## config.mk

```make
export PLATFORM = sky130hd
export DESIGN_NAME = rstlb_way
export DESIGN_NICKNAME = d
export VERILOG_FILES = /design/src/sv/rstlb_pkg.sv /design/src/sv/rstlb_way.sv
export SDC_FILE = /design/constraint.sdc
export NUM_CORES = 1
export LEC_CHECK = 0
export ABC_CLOCK_PERIOD_IN_PS = 4000
export BUFFER_PORTS_ARGS = -buffer_cell sky130_fd_sc_hd__buf_2
export CAP_MARGIN = 20
export CORE_MARGIN = 1.5
export CORE_UTILIZATION = 35
export DETAILED_ROUTE_END_ITERATION = 8
export HOLD_SLACK_MARGIN = 0.08
export REMOVE_ABC_BUFFERS = 1
export SYNTH_ARGS = -nofsm -noshare
export SYNTH_HDL_FRONTEND = slang
export SYNTH_SLANG_ARGS = --single-unit
export TNS_END_PERCENT = 50
```

## constraint.sdc

```tcl
create_clock -name clk_i -period 4 [get_ports clk_i]
set_clock_uncertainty 0.15 [all_clocks]
set_input_delay 0.8 -clock clk_i [delete_from_list [all_inputs] [get_ports clk_i]]
set_output_delay 0.8 -clock clk_i [all_outputs]
set_load 0.05 [all_outputs]
```

## src/sv/rstlb_pkg.sv

```systemverilog
package rstlb_pkg;

  localparam int SetsDef  = 16;
  localparam int WaysDef  = 4;
  localparam int CoresDef = 4;

  localparam int TagW    = 52;
  localparam int FrameW  = 36;
  localparam int CoreW   = 2;
  localparam int CoreIds = 4;
  localparam int KeyW    = 64;
  localparam int ThrW    = 16;
  localparam int EpochW  = 16;
  localparam int CfgIdxW = 2;

  typedef enum logic [CfgIdxW-1:0] {
    CFG_KEY    = 2'd0,
    CFG_THR    = 2'd1,
    CFG_SHARED = 2'd2
  } cfg_idx_e;

  localparam logic [KeyW-1:0] KeyRst = 64'h0011223344556677;
  localparam logic [ThrW-1:0] ThrRst = 16'd16;
  localparam logic [KeyW-1:0] Rc0    = 64'h13198a2e03707344;
  localparam logic [KeyW-1:0] Rc1    = 64'ha4093822299f31d0;

  typedef struct packed {
    logic [TagW-1:0]   tag;
    logic [FrameW-1:0] frame;
    logic [CoreW-1:0]  owner;
    logic              dirty;
  } entry_t;

  localparam logic [15:0] MatA [16] = '{
    16'h0111, 16'h2220, 16'h4404, 16'h8088, 16'h1011, 16'h0222, 16'h4440, 16'h8808,
    16'h1101, 16'h2022, 16'h0444, 16'h8880, 16'h1110, 16'h2202, 16'h4044, 16'h0888};
  localparam logic [15:0] MatB [16] = '{
    16'h1110, 16'h2202, 16'h4044, 16'h0888, 16'h0111, 16'h2220, 16'h4404, 16'h8088,
    16'h1011, 16'h0222, 16'h4440, 16'h8808, 16'h1101, 16'h2022, 16'h0444, 16'h8880};
  localparam logic [3:0] Sbox [16] = '{
    4'hB, 4'hF, 4'h3, 4'h2, 4'hA, 4'hC, 4'h9, 4'h1,
    4'h6, 4'h7, 4'h8, 4'h0, 4'hE, 4'h5, 4'hD, 4'h4};

  function automatic logic [15:0] mat_mul16(input logic [15:0] v, input logic use_b);
    logic [15:0] r;
    r = '0;
    for (int b = 0; b < 16; b++) begin
      if (v[b]) begin
        r = r ^ (use_b ? MatB[b] : MatA[b]);
      end
    end
    return r;
  endfunction

  function automatic logic [63:0] layer_sub(input logic [63:0] v);
    logic [63:0] r;
    for (int n = 0; n < 16; n++) begin
      r[4*n +: 4] = Sbox[v[4*n +: 4]];
    end
    return r;
  endfunction

  function automatic logic [63:0] layer_mix(input logic [63:0] v);
    return {mat_mul16(v[63:48], 1'b0), mat_mul16(v[47:32], 1'b1),
            mat_mul16(v[31:16], 1'b1), mat_mul16(v[15:0], 1'b0)};
  endfunction

  function automatic logic [63:0] cipher_round(input logic [63:0] x, input logic [63:0] k,
                                               input logic [1:0] rnd);
    logic [63:0] r;
    case (rnd)
      2'd0:    r = layer_sub(layer_mix(x ^ k ^ Rc0));
      2'd1:    r = layer_sub(layer_mix(x ^ k ^ Rc1));
      default: r = layer_mix(layer_sub(x ^ k));
    endcase
    return r;
  endfunction

endpackage

```

## src/sv/rstlb_way.sv

```systemverilog
module rstlb_way #(
  parameter int SETS = rstlb_pkg::SetsDef,
  parameter int WAYS = rstlb_pkg::WaysDef
) (
  input  logic                              clk_i,
  input  logic                              rst_ni,
  input  logic                              rd_en_i,
  input  logic [$clog2(SETS)-1:0]           rd_set_i,
  input  logic                              ent_we_i,
  input  logic [$clog2(SETS)-1:0]           wr_set_i,
  input  rstlb_pkg::entry_t                 wr_entry_i,
  input  logic [$clog2(SETS)-1:0]           rank_set_i,
  input  logic                              rank_we_i,
  input  logic [$clog2(WAYS+1)-1:0]         rank_wdata_i,
  output logic                              rd_valid_o,
  output rstlb_pkg::entry_t                 rd_entry_o,
  output logic [$clog2(WAYS+1)-1:0]         rank_o
);

  localparam int RankW = $clog2(WAYS+1);

  logic [SETS-1:0]   valid_q;
  logic [RankW-1:0]  rank_q [SETS];
  rstlb_pkg::entry_t mem_q [SETS];
  rstlb_pkg::entry_t rd_entry_q;
  logic              rd_valid_q;

  always_ff @(posedge clk_i or negedge rst_ni) begin
    if (!rst_ni) begin
      valid_q    <= '0;
      rd_valid_q <= 1'b0;
      for (int s = 0; s < SETS; s++) begin
        rank_q[s] <= RankW'(WAYS);
      end
    end else begin
      if (ent_we_i) begin
        valid_q[wr_set_i] <= 1'b1;
      end
      if (rd_en_i) begin
        rd_valid_q <= valid_q[rd_set_i];
      end
      if (rank_we_i) begin
        rank_q[rank_set_i] <= rank_wdata_i;
      end
    end
  end

  always_ff @(posedge clk_i) begin
    if (ent_we_i) begin
      mem_q[wr_set_i] <= wr_entry_i;
    end
    if (rd_en_i) begin
      rd_entry_q <= mem_q[rd_set_i];
    end
  end

  assign rd_valid_o = rd_valid_q;
  assign rd_entry_o = rd_entry_q;
  assign rank_o     = rank_q[rank_set_i];

endmodule

```

* Word level (Yosys, flattened, before mapping) *
Memories as Yosys holds them, arrays and structs flattened. A register that Yosys moved wholly into a read port is not among the register bits.
Cells that the tools add are included.

storage, ports and cells
  input bits = 111
  memories kept = 1
  output and inout bits = 95
  RAM bits = 1456
  flip-flop bits (word level) = 65
  logic and storage cells = 40

memories
  memory  depth  bits a word  rd ports  clocked after memory_dff  wr ports  line             text
  mem_q   16     91           1         1                         1         rstlb_way.sv:24  rstlb_pkg::entry_t mem_q [SETS];

cells by class
  magnitude comparators = 5
  reduce and logical (&&, ||, !) cells = 2
  mux-type cells = 12
  bitwise gates (word level) = 2

operators by type and width
  kind                                                                count
  bitwise mux 48 bit                                                  1
  bitwise OR 16 bit                                                   1
  binary-select mux 3 bit (select 4 bit)                              1
  demux 3 bit (select 4 bit)                                          1
  less-than comparator 4 x 5 -> 1 bit (second input constant)         2
  two-way mux 3 bit                                                   3
  greater-or-equal comparator 5 bit (second input constant)           1
  less-than comparator 5 x 1 -> 1 bit (second input constant)         1
  NOT 4 -> 5 bit                                                      1
  binary-select mux 1 bit (select 4 bit)                              1
  demux 1 bit (select 4 bit)                                          1
  greater-or-equal comparator 4 x 1 -> 1 bit (second input constant)  1
  two-way mux 1 bit                                                   4
  logical AND 1 bit                                                   2

* Depth between registers and ports, before layout *
  word-level depth = 6
  mapped depth = 6

* Worst setup path before layout *
OpenSTA, ideal clock, no wires.

  kind = input port to flip-flop
  from = in wr_set_i[3]
  to = reg valid_q[0]
  setup slack = -4.399 ns
  stages = 3
  arrival = 8.145 ns
  setup time = 0.104 ns
  required time = 3.746 ns
  path through = or3b_2 > nor3_1 > or2_2

on the way
  word-level cells in the longest chain between the ends = 5

ends and longest elaborated chain
  item                                                                                                                            line             text
  start: declaration                                                                                                              rstlb_way.sv:10  input logic [$clog2(SETS)-1:0] wr_set_i,
  less-than comparator 4 x 5 -> 1 bit (not written as such) / greater-or-equal comparator 4 x 1 -> 1 bit (equally long branches)  rstlb_way.sv:37  valid_q[wr_set_i] <= 1'b1;
  logical AND 1 bit (not written as such)                                                                                         rstlb_way.sv:37
  two-way mux 1 bit (not written as such)                                                                                         rstlb_way.sv:37
  demux 1 bit (select 4 bit) (*)                                                                                                  rstlb_way.sv:37
  bitwise OR 16 bit (no source line) (*)                                                                                          --
  end signal: assignment                                                                                                          rstlb_way.sv:30  valid_q <= '0;
  end signal: indexed assignment                                                                                                  rstlb_way.sv:37
  end: declaration                                                                                                                rstlb_way.sv:22  logic [SETS-1:0] valid_q;

Mark *: on every way between the ends. The rest lies on a longest branch, timed or not.
A chain may end at the register's enable or synchronous reset.

* Worst setup path after layout *
  from = in rank_set_i[0]
  to = out rank_o[0]

on the way
  word-level cells in the longest chain between the ends = 4

ends and longest elaborated chain
  item                                                   line             text
  start: declaration                                     rstlb_way.sv:12  input logic [$clog2(SETS)-1:0] rank_set_i,
  NOT 4 -> 5 bit (not written as such)                   rstlb_way.sv:59  assign rank_o = rank_q[rank_set_i];
  binary-select mux 3 bit (select 4 bit)                 rstlb_way.sv:59
  two-way mux 3 bit (not written as such) (2 in series)  rstlb_way.sv:59
  end: declaration                                       rstlb_way.sv:17  output logic [$clog2(WAYS+1)-1:0] rank_o

Every way passes these cells. The select of a mux whose other input is x is not followed.

==> impl_metrics.toml <==
[timing]
setup_violations = 0
fin_hold_ws_ps = 198.2
finalCritPeriodShare = 0.8788
fmax_ghz = 0.2845
grt_setup_unrepaired = "false"
relSlewSlack = 0.3565
worst_slew_pin_slew_ps = 962.9
hold_viol = 0
min_period_ps = 3515
finalWorstSetupSlack_ps = 484.9
drv_slew = 0

[layout]
drive_gt1_frac = 0.3957
fin_nets = 2782
postLayoutCoreUtil = 0.4115
area_growth_pct = 16.88
final_area_um2 = 70510

[yosys]
synth_top_area_frac = 0.7700
ys_seq_area_frac = 0.7973
yosys-top-cells-count = "edfxtp_1, mux4_2, dfrtp_1, mux2_2, clkbuf_1"
synth_edf_count = 1547
ys_ff_latch = 1612
synthTopCellsByArea = "edfxtp_1, mux4_2, dfrtp_1, mux2_2, dfstp_2"
syn_area_um2 = 60330
yosysWarningCount = 0
synth_cell_type_count = 23
synthArstFlopShare = 0.04032
synth.most_common_cell = "edfxtp_1"
syn_inst = 2311
syn_area_per_cell_um2 = 26.11
synth-main-ff-cell = "edfxtp_1"
synth_area_leader_cell = "edfxtp_1"

[critical_path]
cp-end-kind = "output pin"
cp.required_ps = 3050
start_kind = "primary input"
crit_arrival_ps = 2570
rrSetupSlack_ps = 2190
worstRegToRegCells = 2
critPathMaxFanout = 22
crit_type = "primary input to output pin"
crit_end = "rank_o[0]"
rr_endpoint = "rd_entry_o[80]"
regToRegStartpoint = "mem_q[11][80]"
startpoint = "rank_set_i[0]"

[clock_network]
cts_buffers = 162
cts_sinks = 1612
postCtsSetupBuffers = 0
root_buffer = "clkbuf_16"
h-tree-depth = 4
cts.clk_slew.worst_paths_ps = 60
cts_tree = "yes"
cts_buffer_depth = 3
clock_latency_ps = 800
holdBufCountCts = 1
cts_resized = 0

[routing]
drt-initial-drc-count = 2155
dr.pass1.iters = 6
wl_per_cell_um = 27.50
postRouteWirelength_um = 140900
via_per_inst = 5.123
drcViolationCount = 0
final_antenna_net_count = 0
vias = 26240

[job]
cap_violations = 0

[global_route]
grt_pass1_wl_um = 201600
grt_usage = 0.1621
grt_max_degree = 65
grt_pass1_vias = 28120
grt-ovfl-total = 0
antenna_found_initial = 38

[power]
p_total_w = 0.03649
powerDensity_nw_per_um2 = 517.5
p_leak_nw = 22.25
peakVddDrop_mv = 0.3983

[placement]
gp_congestion = 0.7614
place_area_um2 = 65220
preCtsSetupSlack_ps = 478.4
hpwlAfterDp_um = 76660
portBuffers = 205

[die]
die_w_um = 418.2
die_area_um2 = 174900
core_area_um2 = 171400
die-height_um = 418.2
num_rows = 152
io_pins = 206
initial_core_util = 0.3521

[outcome]
outcome = "completed"

[worst_hold_path]
hold_path_class = "primary input to async pin"
## registers in the layout (all words and copies together) (netlist names)
register    count
mem_q        1456
rd_valid_o      1
valid_q        16
rank_q         48
rd_entry_o     91
## metrics by stage
step / setup TNS [ps] / instances
CTS: 0 / 5114
finish: 0 / 5122
global route: 0 / 5119
floorplan: -3251730 / 2201
detailed placement: 0 / 4815
global placement: 0 / 4815
## area by class of cell
| cell class | instances | area [um^2] |
|---|---|---|
| clock inverters | 99 | 962.2 |
| flip-flops and latches | 1612 | 48100 |
| well taps | 2310 | 2890 |
| fillers | 14520 | 100800 |
| multi-input cells | 589 | 11700 |
| repair buffers | 306 | 2554 |
| clock buffers | 199 | 4287 |
| diodes | 7 | 17.52 |
## critical path: stages
cell and delay, ps:
buf_2 420, mux4_2 600, mux4_2 500, buf_2 240
## kinds of logic after synthesis
group | synth area share
mux | 0.1866
flops | 0.7973
buf+inv | 0.01058
simple gates | 0.005558
## per-layer routing
layer	global-route usage	routed length, um	vias up
met5	0	124	-
met4	0.04647	3130	22
met3	0.03258	7896	217
met2	0.2820	73940	793
met1	0.2051	55780	14390
li1	-	-	10820
## worst min-delay path by stage
stage                    from             to  slack, ps  cells after the start
2_1_floorplan     valid_q[10]    valid_q[10]        280                      1
4_1_cts        wr_entry_i[40]  mem_q[10][40]        150                      1
3_3_place_gp       valid_q[4]     valid_q[4]        290                      1
3_5_place_dp       valid_q[7]     valid_q[7]        300                      1
6_report               rst_ni      rank_q[0]        200                      2
5_1_grt                rst_ni      rank_q[3]        160                      2
## power by group
part,leakage [nW],internal [W],switching [W]
combinational,4.89,0.000935,0.00129
clock,2.58,0.00868,0.00627
sequential,14.8,0.0191,0.000206
## layout by cell type, fill, tap and decap left out, drive strengths merged, types with 3 or more instances in the layout
cell / n
nand3b: 6
inv: 13
mux2: 49
nand2: 3
buf: 304
or2: 16
dfstp: 16
nor3: 4
mux2i: 3
dfrtp: 49
nor2: 22
clkinv: 68
or3: 3
diode: 7
bufinv: 16
mux4: 474
clkbuf: 200
edfxtp: 1547
nand2b: 4
Power figures use the tool's default switching activity.
