==> src/sv/rstlb_pkg.sv <==
package rstlb_pkg;

  localparam int SetsDef  = 16;
  localparam int WaysDef  = 4;
  localparam int CoresDef = 4;

  localparam int TagW    = 52;
  localparam int FrameW  = 36;
  localparam int CoreW   = 2;
  localparam int CoreIds = 4;
  localparam int KeyW    = 64;
  localparam int ThrW    = 16;
  localparam int EpochW  = 16;
  localparam int CfgIdxW = 2;

  typedef enum logic [CfgIdxW-1:0] {
    CFG_KEY    = 2'd0,
    CFG_THR    = 2'd1,
    CFG_SHARED = 2'd2
  } cfg_idx_e;

  localparam logic [KeyW-1:0] KeyRst = 64'h0011223344556677;
  localparam logic [ThrW-1:0] ThrRst = 16'd16;
  localparam logic [KeyW-1:0] Rc0    = 64'h13198a2e03707344;
  localparam logic [KeyW-1:0] Rc1    = 64'ha4093822299f31d0;

  typedef struct packed {
    logic [TagW-1:0]   tag;
    logic [FrameW-1:0] frame;
    logic [CoreW-1:0]  owner;
    logic              dirty;
  } entry_t;

  localparam logic [15:0] MatA [16] = '{
    16'h0111, 16'h2220, 16'h4404, 16'h8088, 16'h1011, 16'h0222, 16'h4440, 16'h8808,
    16'h1101, 16'h2022, 16'h0444, 16'h8880, 16'h1110, 16'h2202, 16'h4044, 16'h0888};
  localparam logic [15:0] MatB [16] = '{
    16'h1110, 16'h2202, 16'h4044, 16'h0888, 16'h0111, 16'h2220, 16'h4404, 16'h8088,
    16'h1011, 16'h0222, 16'h4440, 16'h8808, 16'h1101, 16'h2022, 16'h0444, 16'h8880};
  localparam logic [3:0] Sbox [16] = '{
    4'hB, 4'hF, 4'h3, 4'h2, 4'hA, 4'hC, 4'h9, 4'h1,
    4'h6, 4'h7, 4'h8, 4'h0, 4'hE, 4'h5, 4'hD, 4'h4};

  function automatic logic [15:0] mat_mul16(input logic [15:0] v, input logic use_b);
    logic [15:0] r;
    r = '0;
    for (int b = 0; b < 16; b++) begin
      if (v[b]) begin
        r = r ^ (use_b ? MatB[b] : MatA[b]);
      end
    end
    return r;
  endfunction

  function automatic logic [63:0] layer_sub(input logic [63:0] v);
    logic [63:0] r;
    for (int n = 0; n < 16; n++) begin
      r[4*n +: 4] = Sbox[v[4*n +: 4]];
    end
    return r;
  endfunction

  function automatic logic [63:0] layer_mix(input logic [63:0] v);
    return {mat_mul16(v[63:48], 1'b0), mat_mul16(v[47:32], 1'b1),
            mat_mul16(v[31:16], 1'b1), mat_mul16(v[15:0], 1'b0)};
  endfunction

  function automatic logic [63:0] cipher_round(input logic [63:0] x, input logic [63:0] k,
                                               input logic [1:0] rnd);
    logic [63:0] r;
    case (rnd)
      2'd0:    r = layer_sub(layer_mix(x ^ k ^ Rc0));
      2'd1:    r = layer_sub(layer_mix(x ^ k ^ Rc1));
      default: r = layer_mix(layer_sub(x ^ k));
    endcase
    return r;
  endfunction

endpackage

==> src/sv/rstlb_cipher.sv <==
module rstlb_cipher (
  input  logic        clk_i,
  input  logic        rst_ni,
  input  logic        start_i,
  input  logic [63:0] text_i,
  input  logic [63:0] key_i,
  output logic        done_o,
  output logic [63:0] text_o
);

  localparam logic [1:0] LastRnd = 2'd2;

  logic        busy_q, done_q;
  logic [1:0]  rnd_q;
  logic [63:0] x_q, key_q;

  always_ff @(posedge clk_i or negedge rst_ni) begin
    if (!rst_ni) begin
      busy_q <= 1'b0;
      done_q <= 1'b0;
      rnd_q  <= '0;
    end else begin
      done_q <= 1'b0;
      if (start_i) begin
        busy_q <= 1'b1;
        rnd_q  <= '0;
      end else if (busy_q) begin
        rnd_q <= rnd_q + 2'd1;
        if (rnd_q == LastRnd) begin
          busy_q <= 1'b0;
          done_q <= 1'b1;
        end
      end
    end
  end

  // one round per cycle through the shared round unit
  always_ff @(posedge clk_i) begin
    if (start_i) begin
      x_q   <= text_i;
      key_q <= key_i;
    end else if (busy_q) begin
      x_q <= rstlb_pkg::cipher_round(x_q, key_q, rnd_q);
    end
  end

  assign done_o = done_q;
  assign text_o = x_q;

endmodule

==> config.mk <==
export PLATFORM = sky130hd
export DESIGN_NAME = rstlb_cipher
export DESIGN_NICKNAME = d
export VERILOG_FILES = /design/src/sv/rstlb_pkg.sv /design/src/sv/rstlb_cipher.sv
export SDC_FILE = /design/constraint.sdc
export NUM_CORES = 1
export LEC_CHECK = 0
export ABC_AREA = 0
export ABC_CLOCK_PERIOD_IN_PS = 3200
export BUFFER_PORTS_ARGS = -buffer_cell sky130_fd_sc_hd__clkbuf_2
export CAP_MARGIN = 20
export CORE_ASPECT_RATIO = 1.2
export CORE_MARGIN = 4
export CORE_UTILIZATION = 40
export CTS_CLUSTER_DIAMETER = 80
export DETAILED_ROUTE_END_ITERATION = 16
export GPL_ROUTABILITY_DRIVEN = 0
export HOLD_SLACK_MARGIN = 0.05
export PLACE_DENSITY = 0.62
export SYNTH_ARGS = -nofsm -noshare
export SYNTH_HDL_FRONTEND = slang
export SYNTH_SLANG_ARGS = --single-unit
==> constraint.sdc <==
create_clock -name clk_i -period 3.2 [get_ports clk_i]
set_input_delay 0.8 -clock clk_i [delete_from_list [all_inputs] [get_ports clk_i]]
set_output_delay 0.8 -clock clk_i [all_outputs]
set_load 0.03 [all_outputs]
# --- Yosys cells after proc, flatten, opt, wreduce, memory -nomap -nowiden ---
# Memories as Yosys holds them, arrays and structs flattened.
# Cells that the tools add are included.
word_totals:
  reg_bits: 132
  romBits: 3072
  inputBits: 131
  elab_cells: 1199
  n_memories: 48
op_classes:
  add_sub_neg: 1
  n_lt_le_gt_ge: 48
  n_eq_ne: 2
  muxes: 861
  bitwise_logic: 231
  reduce_logical: 3
memory_table:
  columns: ["name", "depth", "width", "rd", "rd_clocked_by_memory_dff", "write_ports", "line", "text"]
  rows:
  - ["(no name shown)", 16, 4, 1, 0, 0, "rstlb_pkg.sv:58", "r[4*n +: 4] = Sbox[v[4*n +: 4]];"]
  - ["(no name shown)", 16, 4, 1, 0, 0, "rstlb_pkg.sv:58", null]
  - ["(no name shown)", 16, 4, 1, 0, 0, "rstlb_pkg.sv:58", null]
  - ["(no name shown)", 16, 4, 1, 0, 0, "rstlb_pkg.sv:58", null]
  - ["(no name shown)", 16, 4, 1, 0, 0, "rstlb_pkg.sv:58", null]
  - ["(no name shown)", 16, 4, 1, 0, 0, "rstlb_pkg.sv:58", null]
  - ["+42 memories", null, null, null, null, null, null, null]
ops:
  columns: ["cell", "count"]
  rows:
  - ["$mux W16", 600]
  - ["$mux W15", 36]
  - ["$not A3 Y3", 180]
  - ["$mux W14", 36]
  - ["$mux W13", 35]
  - ["$mux W4", 96]
  - ["$ge A5 B5 Y1 const B", 48]
  - ["$not A4 Y5", 48]
  - ["$mux W12", 12]
  - ["$mux W11", 12]
  - ["$mux W64", 2]
  - ["$pmux W64 S2", 1]
  - ["$mux W10", 12]
  - ["$mux W9", 11]
  - ["$xor A64 B64 Y64", 1]
  - ["$not A25 Y25", 2]
  - ["$mux W1", 6]
  - ["$mux W2", 2]
  - ["$add A2 B1 Y2 const B", 1]
  - ["$eq A2 B1 Y1 const B", 1]
  - ["$eq A2 B2 Y1 const B", 1]
  - ["$logic_not A2 Y1", 1]
  - ["$reduce_bool A2 Y1", 1]
  - ["$reduce_or A2 Y1", 1]

# --- Depth between registers and ports, before layout ---
# Gate-level depths: netlist (run 1).
logic_depth:
  word_depth: 88
  depth_mapped: 11
  depth_no_buf: 11

# --- Worst setup path before layout (run 1) ---
# No wires, ideal clock.
synth_timing:
  path_kind: "input -> register"
  startpoint: "input start_i"
  endpoint: "register x_q[0], in the netlist text_o[0], enable pin"
  arrival_time_ns: 2.755
  path_slack_ns: -0.243
  path_stages: 5
  path_cell_list: "clkbuf_1 -> inv_1 -> clkbuf_1 -> clkbuf_1 -> nand2_1"
synth_via:
  elab_chain_len: 1
synth_rtl:
  columns: ["item", "line", "text"]
  rows:
  - ["start: declaration", "rstlb_cipher.sv:4", "input logic start_i,"]
  - ["$reduce_bool A2 Y1 (no line)", null, null]
  - ["end signal: assignment", "rstlb_cipher.sv:40", "x_q <= text_i;"]
  - ["end signal: assignment", "rstlb_cipher.sv:43", "x_q <= rstlb_pkg::cipher_round(x_q, key_q, rnd_q);"]
  - ["end: declaration", "rstlb_cipher.sv:15", "logic [63:0] x_q, key_q;"]
# Every way passes these cells.
# A chain may end at the register's enable or synchronous reset.

# --- Worst setup path in the final report (run 1) ---
layout_timing:
  startpoint: "register x_q[24], in the netlist text_o[24]"
  endpoint: "register x_q[16], in the netlist text_o[16] (data pin)"
layout_via:
  elab_chain_len: 42
  word_cells_on_any_way: 114
  cone_classes: "mux: 102; bitwise: 9; memory: 3"
layout_rtl:
  columns: ["item", "line", "text"]
  rows:
  - ["$xor A64 B64 Y64 *", "rstlb_pkg.sv:72, rstlb_pkg.sv:73, rstlb_pkg.sv:74", null]
  - ["$not A25 Y25 (no line)", null, null]
  - ["$mux W13", "rstlb_pkg.sv:48", "if (v[b]) begin"]
  - ["$mux W16", "rstlb_pkg.sv:71", "case (rnd)"]
  - ["$mux W16", "rstlb_cipher.sv:42", "end else if (busy_q) begin"]
  - ["$mux W16", "rstlb_cipher.sv:39", "if (start_i) begin"]
  - ["$mux W10", "rstlb_pkg.sv:48", null]
  - ["$mux W16", "rstlb_pkg.sv:71", null]
  - ["[25 not listed]", null, null]
  - ["$mux W16", "rstlb_cipher.sv:42", null]
  - ["$mux W16", "rstlb_cipher.sv:39", null]
  - ["$not A4 Y5 (implied by the code)", "rstlb_pkg.sv:58", null]
  - ["$mem_v2 Z16 W4", null, null]
  - ["$mux W4 (implied by the code) (2 in series)", "rstlb_pkg.sv:58", null]
  - ["$pmux W64 S2 *", "rstlb_pkg.sv:71", null]
  - ["$mux W64 *", "rstlb_cipher.sv:42", null]
  - ["$mux W64 *", "rstlb_cipher.sv:39", null]
# Mark *: on every way between the ends. The rest lies on a longest branch, timed or not. The select of a mux whose other input is x is not followed.

==> results of run 1 <==
[cell families (layout without fill, tap and decap cells)]
group	after synthesis	count (layout)	synth area share, %
buffers and inverters	175	400	4.53
XOR/XNOR	322	322	25.7
adder cells (fa/ha/maj)	152	152	12.4
AND/OR/NAND/NOR	310	310	9.14
multiplexers	38	38	3.74
flip-flops	132	132	25.6
AO/OA/AOI/OAI	418	418	18.9
[routing by layer]
layer | wire length [um] | part of all wire, % | track usage, % | vias up
li1 | - | - | - | 6042
met1 | 18300 | 41 | 25.5 | 6166
met2 | 22200 | 50 | 36.7 | 439
met3 | 2450 | 5.5 | 3.68 | 73
met4 | 1230 | 2.8 | 8.04 | 0
met5 | 0 | 0 | 0 | -
[area by class of cell]
cell class | instances | share of cell area (%)
Multi-Input combinational cell | 1240 | 60.2
Sequential cell | 132 | 22.1
Timing Repair Buffer | 255 | 8.36
Tap cell | 480 | 3.36
Clock buffer | 19 | 2.42
Inverter | 113 | 2.41
Clock inverter | 13 | 1.16
[critical path, cell delays in order, from the launching register on]
cell,delay [ns]
edfxtp_1,0.41
xnor2_1,0.36
inv_1,0.19
ha_1,0.33
mux4_2,0.50
xnor2_1,0.27
xor2_1,0.22
nor2_1,0.07
nor4_1,0.25
a2bb2oi_1,0.10
[metrics by stage]
| stage | cells | instance area [um^2] |
|---|---|---|
| global placement | 2220 | 17200 |
| floorplan | 1547 | 15400 |
| detailed placement | 2220 | 17200 |
| finish | 2252 | 17900 |
| CTS | 2252 | 17900 |
| global route | 2252 | 17900 |
[flip-flops by register name, indices dropped and copies added (netlist names)]
name    count
key_q      64
busy_q      1
rnd_q       2
text_o     64
done_o      1
[what timing repair did]
item | 4_1_cts | 5_1_grt
endpoints found under the setup margin | 0 | 3
resized for setup | 0 | 2
setup buffers | 0 | 0
[worst max path at each step]
stage,slack (ns),start,end
2_1_floorplan,0.28,text_o[20],text_o[16]
3_3_place_gp,0.20,text_o[36],text_o[39]
3_5_place_dp,0.15,text_o[32],text_o[39]
4_1_cts,0.15,text_o[32],text_o[39]
5_1_grt,0.05,key_q[24],text_o[16]
6_report,0.24,text_o[24],text_o[16]
[cell usage in the layout (no fill, tap or decap), types with 14 or more instances in the layout]
| cell | instances |
|---|---|
| xor2_1 | 75 |
| o211ai_1 | 36 |
| ha_1 | 150 |
| a21oi_1 | 65 |
| xnor2_4 | 14 |
| xnor2_1 | 145 |
| o22ai_1 | 14 |
| xnor2_2 | 46 |
| inv_1 | 100 |
| xnor3_1 | 34 |
| nand3_1 | 36 |
| nor3_1 | 20 |
| a211oi_1 | 14 |
| clkbuf_16 | 17 |
| edfxtp_1 | 128 |
| o21ai_0 | 89 |
| nand2_1 | 117 |
| a22oi_1 | 18 |
| a31oi_1 | 24 |
| clkbuf_2 | 194 |
| nor2_1 | 76 |
| buf_4 | 55 |
==> results.ini, run 1 <==
[timing]
drv_slew=0
hold_viol=0
tightest_slew_ns=0.878
fmax_mhz=338
finalCriticalPeriod_ns=2.96
setup_viol=0
relSlewSlack_pct=41.0
finClkSkew_ns=0.0176
rsz0062_at_grt=no
finalCritPeriodShare_pct=92.5
finalSetupTns_ns=0
setup_ws_ns=0.239
whs_ns=0.134

[die]
core_um2=37900
dieArea_um2=41700
rows=78
die_w_um=187
num_io_pins=196
start_util_pct=40.6
die_h_um=223

[yosys]
ys_seq_area_share_pct=25.6
synth_ff_type=edfxtp_1
synth_area_per_cell_um2=9.94
yosys-top-cells-area=edfxtp_1, ha_1, xnor2_1
synth_top_area_share_pct=25.0
synth_fp_nets=1830
synth.top_cells.by_count=ha_1, xnor2_1, edfxtp_1
synthCells=1547
synthDistinctLibCells=85
synth_edf_count=128
yosysMostFrequentCell=ha_1
async_flop_share_pct=3.03
synthesis.area_um2=15400
ys_ff_latch=132
yosysWarnings=0
synth_top_cell_by_area=edfxtp_1

[run_status]
status=complete, no violations

[grt]
grt_pass1_vias=12700
grt_pass1_wl_um=69400
grt_max_degree=56
antenna_found_initial=0
grt_usage_pct=20.9
grt_overflow=0

[clocking]
cts_htree_levels=4
clk_latency_ns=0.48
clockRootBuffer=clkbuf_16
holdBufCountCts=0
cts_made_buffers=17
clk_pin_slew_ns=0.07
cts_buffer_depth=2
cts_tree=yes
clkSinkCount=132

[detailed_routing]
drtIter0Drc=812
vias=12700
drc_errors=0
vias_per_cell=5.65
postRouteAntennaNets=0
routed_wl_um=44200
first_pass_iters=7
routedWlPerCell_um=19.6

[worst_setup_path]
regToRegSetupSlack_ns=0.24
rr_endpoint=text_o[16]
end_kind=flop
cp.arrival_ns=3.17
path_max_fanout=4
reg2regPathDepth=9
worstPathRequired_ns=3.41
r2r_start=text_o[24]
path_class=reg -> reg
startpoint_type=flop

[layout]
n_antenna_cell=0
seqCellArea_um2=3940
drive_above_1_share_pct=23.3
areaGrowthSynthToFinish_pct=16.3
nets=2042
multiInputGateArea_um2=10800
fillers=3520
final_util_pct=47.2

[placement]
place_hpwl_um=33400
numPortBuffers=195
dp_worst_setup_slack_ns=0.154

[run]
cap_violations=0

[worst_hold_path]
hold_class=in -> async

Power of run 1 is not shown: default switching activity piles up to over one toggle a cycle in this logic, so the estimate is an artifact.
==> run 2: changes to the inputs <==
CORE_UTILIZATION = 61   (was 40)
PLACE_DENSITY = 0.86   (was 0.62)
==> run 2 against run 1 <==
Maximum frequency shrank 3.2%. Sequential share of layout area rose by 0.32 points. Core utilization is 24 points higher. Worst setup slack worse by 0.099 ns. Clock skew fell by 0.0069 ns. Critical path type unchanged.
==> results.ini, run 2 (synthesis gave the netlist of run 1 again) <==
[placement]
place_hpwl_um=31100
numPortBuffers=195
placedCellCount=2065
dp_worst_setup_slack_ns=0.121

[die]
core_um2=24800
die_w_um=153
rows=63
die_h_um=182
dieArea_um2=27800
num_io_pins=196
start_util_pct=62.1

[timing]
tightest_slew_ns=1.04
fmax_mhz=327
relSlewSlack_pct=30.6
setup_viol=0
rsz0062_at_grt=no
drv_slew=0
setup_ws_ns=0.141
hold_viol=0
whs_ns=0.164
finalCritPeriodShare_pct=95.6
finClkSkew_ns=0.0108
finalCriticalPeriod_ns=3.06
finalSetupTns_ns=0

[detailed_routing]
drtIter0Drc=1268
vias_per_cell=6.34
postRouteAntennaNets=0
routedWlPerCell_um=20.3
first_pass_iters=6
routed_wl_um=42600
vias=13300
drc_errors=0

[worst_setup_path]
path_class=reg -> reg
crit_chain=xnor2_1, inv_1, ha_1, mux2_2, a21oi_1, xnor2_1, xor2_1, nor2_1, o32a_1
startpoint_type=flop
worstPathRequired_ns=3.39
cp.arrival_ns=3.25
timing.critical_path.mode_cell=xnor2_1
end_kind=flop
cp_slowest_cell=xnor2_1
cpPeakStageDelay_ns=0.45
path_max_fanout=4

[layout]
stdcell_count=2097
layout_commonest_cell=clkbuf_2
seqCellArea_um2=3940
fillers=1716
multiInputGateArea_um2=10800
areaGrowthSynthToFinish_pct=14.6
drive_above_1_share_pct=23.3
nets=2042
n_antenna_cell=0
layout_common_cells=clkbuf_2, ha_1, xnor2_1

[grt]
grt_max_degree=72
grt_pass1_vias=13300
grt_pass1_wl_um=68000
grt_usage_pct=30.0
antenna_found_initial=0
grt_overflow=0

[clocking]
clkSinkCount=132
cts_buffer_depth=2
post_cts_buffers=0
cts_htree_levels=4
cts_made_buffers=17
clockRootBuffer=clkbuf_16
clk_pin_slew_ns=0.06
clk_latency_ns=0.45
cts_tree=yes

[worst_hold_path]
hold_class=in -> async

[run]
cap_violations=0

[run_status]
status=complete, no violations

-- run 2: changes by cell type in the layout (fill, tap and decap cells not counted), sizes merged --
| cell | change |
|---|---|
| bufinv | -2 |
| clkinvlp | -2 |
| inv | +1 |
| clkinv | +5 |
| clkbuf | -2 |
-- run 2: worst paths after layout --
kind	from	to	slack, ns	cells past startpoint
max	text_o[44]	text_o[47]	0.14	9
min	rst_ni	rnd_q[1]	0.16	1
max reg2reg	text_o[44]	text_o[47]	0.14	9
min reg2reg	rnd_q[1]	rnd_q[1]	0.56	2
max in group asynchronous	rst_ni	done_o	2.89	1
min in group clk_i	key_i[28]	key_q[28]	0.52	1
-- run 2: what timing repair did --
| action | in CTS | in global routing |
|---|---|---|
| resized for setup | 1 | 3 |
| cloned | 0 | 0 |
| hold buffers | 0 | 0 |
| endpoints found under the setup margin | 1 | 4 |
-- run 2: area by class of cell --
class | count | share of cell area, %
multi-input cells | 1240 | 61.2
clock buffers | 17 | 2.41
flip-flops and latches | 132 | 22.4
well taps | 325 | 2.31
inverters | 113 | 2.45
repair buffers | 255 | 8.32
clock inverters | 15 | 0.930
-- run 2: critical path, delay by kind of cell (launching register included) --
kind	cells	cell delay (ns)
adder cells (fa/ha/maj)	1	0.26
AO/OA/AOI/OAI	2	0.68
multiplexers	1	0.26
XOR/XNOR	3	0.90
flip-flops	1	0.43
AND/OR/NAND/NOR	1	0.06
buffers and inverters	1	0.23
-- run 2: layer usage --
metal	vias up	GRT usage, %	wire length (um)
li1	6052	-	-
met1	6276	37.4	16200
met2	786	50.9	20900
met3	173	4.15	3320
met4	0	15.5	2080
met5	-	0	0
-- run 2: metrics by stage --
| step | instance area [um^2] | util [%] |
|---|---|---|
| 2_1_floorplan | 15400 | - |
| 3_3_place_gp | 17000 | 68.7 |
| 3_5_place_dp | 17000 | 68.7 |
| 4_1_cts | 17600 | 71.1 |
| 5_1_grt | 17600 | 71.2 |
| 6_report | 17600 | 71.2 |
Power of run 2 is left out for the same reason.
==> run 3: changes to the inputs <==
CORE_MARGIN = default   (was 4)
CTS_BUF_LIST = sky130_fd_sc_hd__clkbuf_16   (was default)
GPL_TIMING_DRIVEN = 0   (was default)
==> run 3 against run 2 <==
Hold slack got worse by 0.012 ns. Global-route usage rose by 6.7 points. Flip-flop and latch count did not move. Core utilization rose by 0.16 points. Count of clock-buffer cells in the layout did not move. Critical path type is now in -> reg. Clock skew fell by 0.0024 ns.
==> results.ini, run 3 (synthesis gave the netlist of run 1 again) <==
[run_status]
status=complete, no violations

[clocking]
cts_buffer_depth=2
post_cts_buffers=0
cts_tree=yes
clk_pin_slew_ns=0.06
cts_made_buffers=17
clkSinkCount=132
clockRootBuffer=clkbuf_16
clk_latency_ns=0.45
cts_htree_levels=4

[worst_setup_path]
crit_chain=clkbuf_4, clkbuf_1, clkbuf_1, clkbuf_1, a22oi_1, o21ai_1
path_max_fanout=31
startpoint_type=input pin
critPathLaunch=start_i
cpPeakStageDelay_ns=0.76
cp.arrival_ns=3.45
r2r_start=text_o[24]
path_class=in -> reg
timing.critical_path.mode_cell=clkbuf_1
cp_slowest_cell=clkbuf_1
end_kind=flop
worstPathRequired_ns=3.46

[die]
num_io_pins=196
die_h_um=176
die_w_um=147
start_util_pct=62.1
core_um2=24800
dieArea_um2=25800
rows=63

[placement]
numPortBuffers=195
place_hpwl_um=34100
placed_area_um2=16800
placedCellCount=2068

[timing]
fmax_mhz=314
drv_slew=0
setup_viol=0
relSlewSlack_pct=26.2
hold_viol=0
tightest_slew_ns=1.11
finClkSkew_ns=0.00831
finalCritPeriodShare_pct=99.6
finalCriticalPeriod_ns=3.19

[detailed_routing]
postRouteAntennaNets=0
routed_wl_um=47500
vias=13800
routedWlPerCell_um=22.6
vias_per_cell=6.58
drc_errors=0
drtIter0Drc=1669
first_pass_iters=6

[layout]
areaGrowthSynthToFinish_pct=14.9
fillers=1738
nets=2045
drive_above_1_share_pct=22.3
layout_common_cells=clkbuf_2, ha_1, edfxtp_1
n_antenna_cell=0
stdcell_area_um2=17700
layout_commonest_cell=clkbuf_2
multiInputGateArea_um2=11000
stdcell_count=2100
seqCellArea_um2=3940

[grt]
grt_pass1_wl_um=72400
grt_overflow=0
grt_max_degree=65
antenna_found_initial=0
grt_usage_pct=36.7
grt_pass1_vias=13200

[worst_hold_path]
hold_class=in -> async

[run]
cap_violations=0

run 3: cell count changes in the layout (fill, tap and decap cells not counted), moves of 7 or more:
cell and change:
buf_4 -56, clkbuf_1 +40, xnor2_1 -18, buf_2 +11, xnor2_2 +10, xnor2_4 +8
clkbuf_2 +7
run 3: metrics by stage:
step                hold slack, ns  TNS, ns  util, %  setup slack, ns
finish                       0.152        0     71.4           0.0128
floorplan                    0.504        0        -            0.282
global placement             0.532  -201.49     67.7            -2.33
CTS                          0.154   -0.635     70.5           -0.242
global route                 0.153  -0.0482     71.4          -0.0332
detailed placement           0.559   -75.26     67.8            -1.07
run 3: timing repair:
item	in CTS	in global routing
hold buffers	0	0
resized for setup	12	36
setup endpoints to repair	80	89
run 3: final timing paths:
check	slack (ns)	end	cells after the start
max	0.01	text_o[25]	6
min	0.15	rnd_q[0]	1
max reg2reg	0.05	text_o[16]	9
min reg2reg	0.58	rnd_q[1]	2
max in group asynchronous	2.91	rnd_q[1]	1
min in group clk_i	0.52	key_q[40]	1
run 3: area by class of cell:
type	count	area share [%]
multi-input cells	1240	62.5
flip-flops and latches	132	22.3
repair buffers	196	5.65
inverters	113	2.44
clock buffers	17	2.41
well taps	325	2.30
plain buffers	62	1.55
clock inverters	15	0.808
run 3: critical path: cells and delay by family:
kind	cells	cell delay, ns
buf+inv	4	2.15
compound gates	2	0.47
run 3: routing by layer:
layer | part of all wire, % | GRT usage [%] | up-vias
met3 | 12 | 7.45 | 286
met2 | 45 | 58.5 | 1073
met1 | 36 | 45.1 | 6412
met5 | 0 | 0 | -
met4 | 7.1 | 24.1 | 0
li1 | - | - | 6056
Power of run 3 is left out for the same reason.
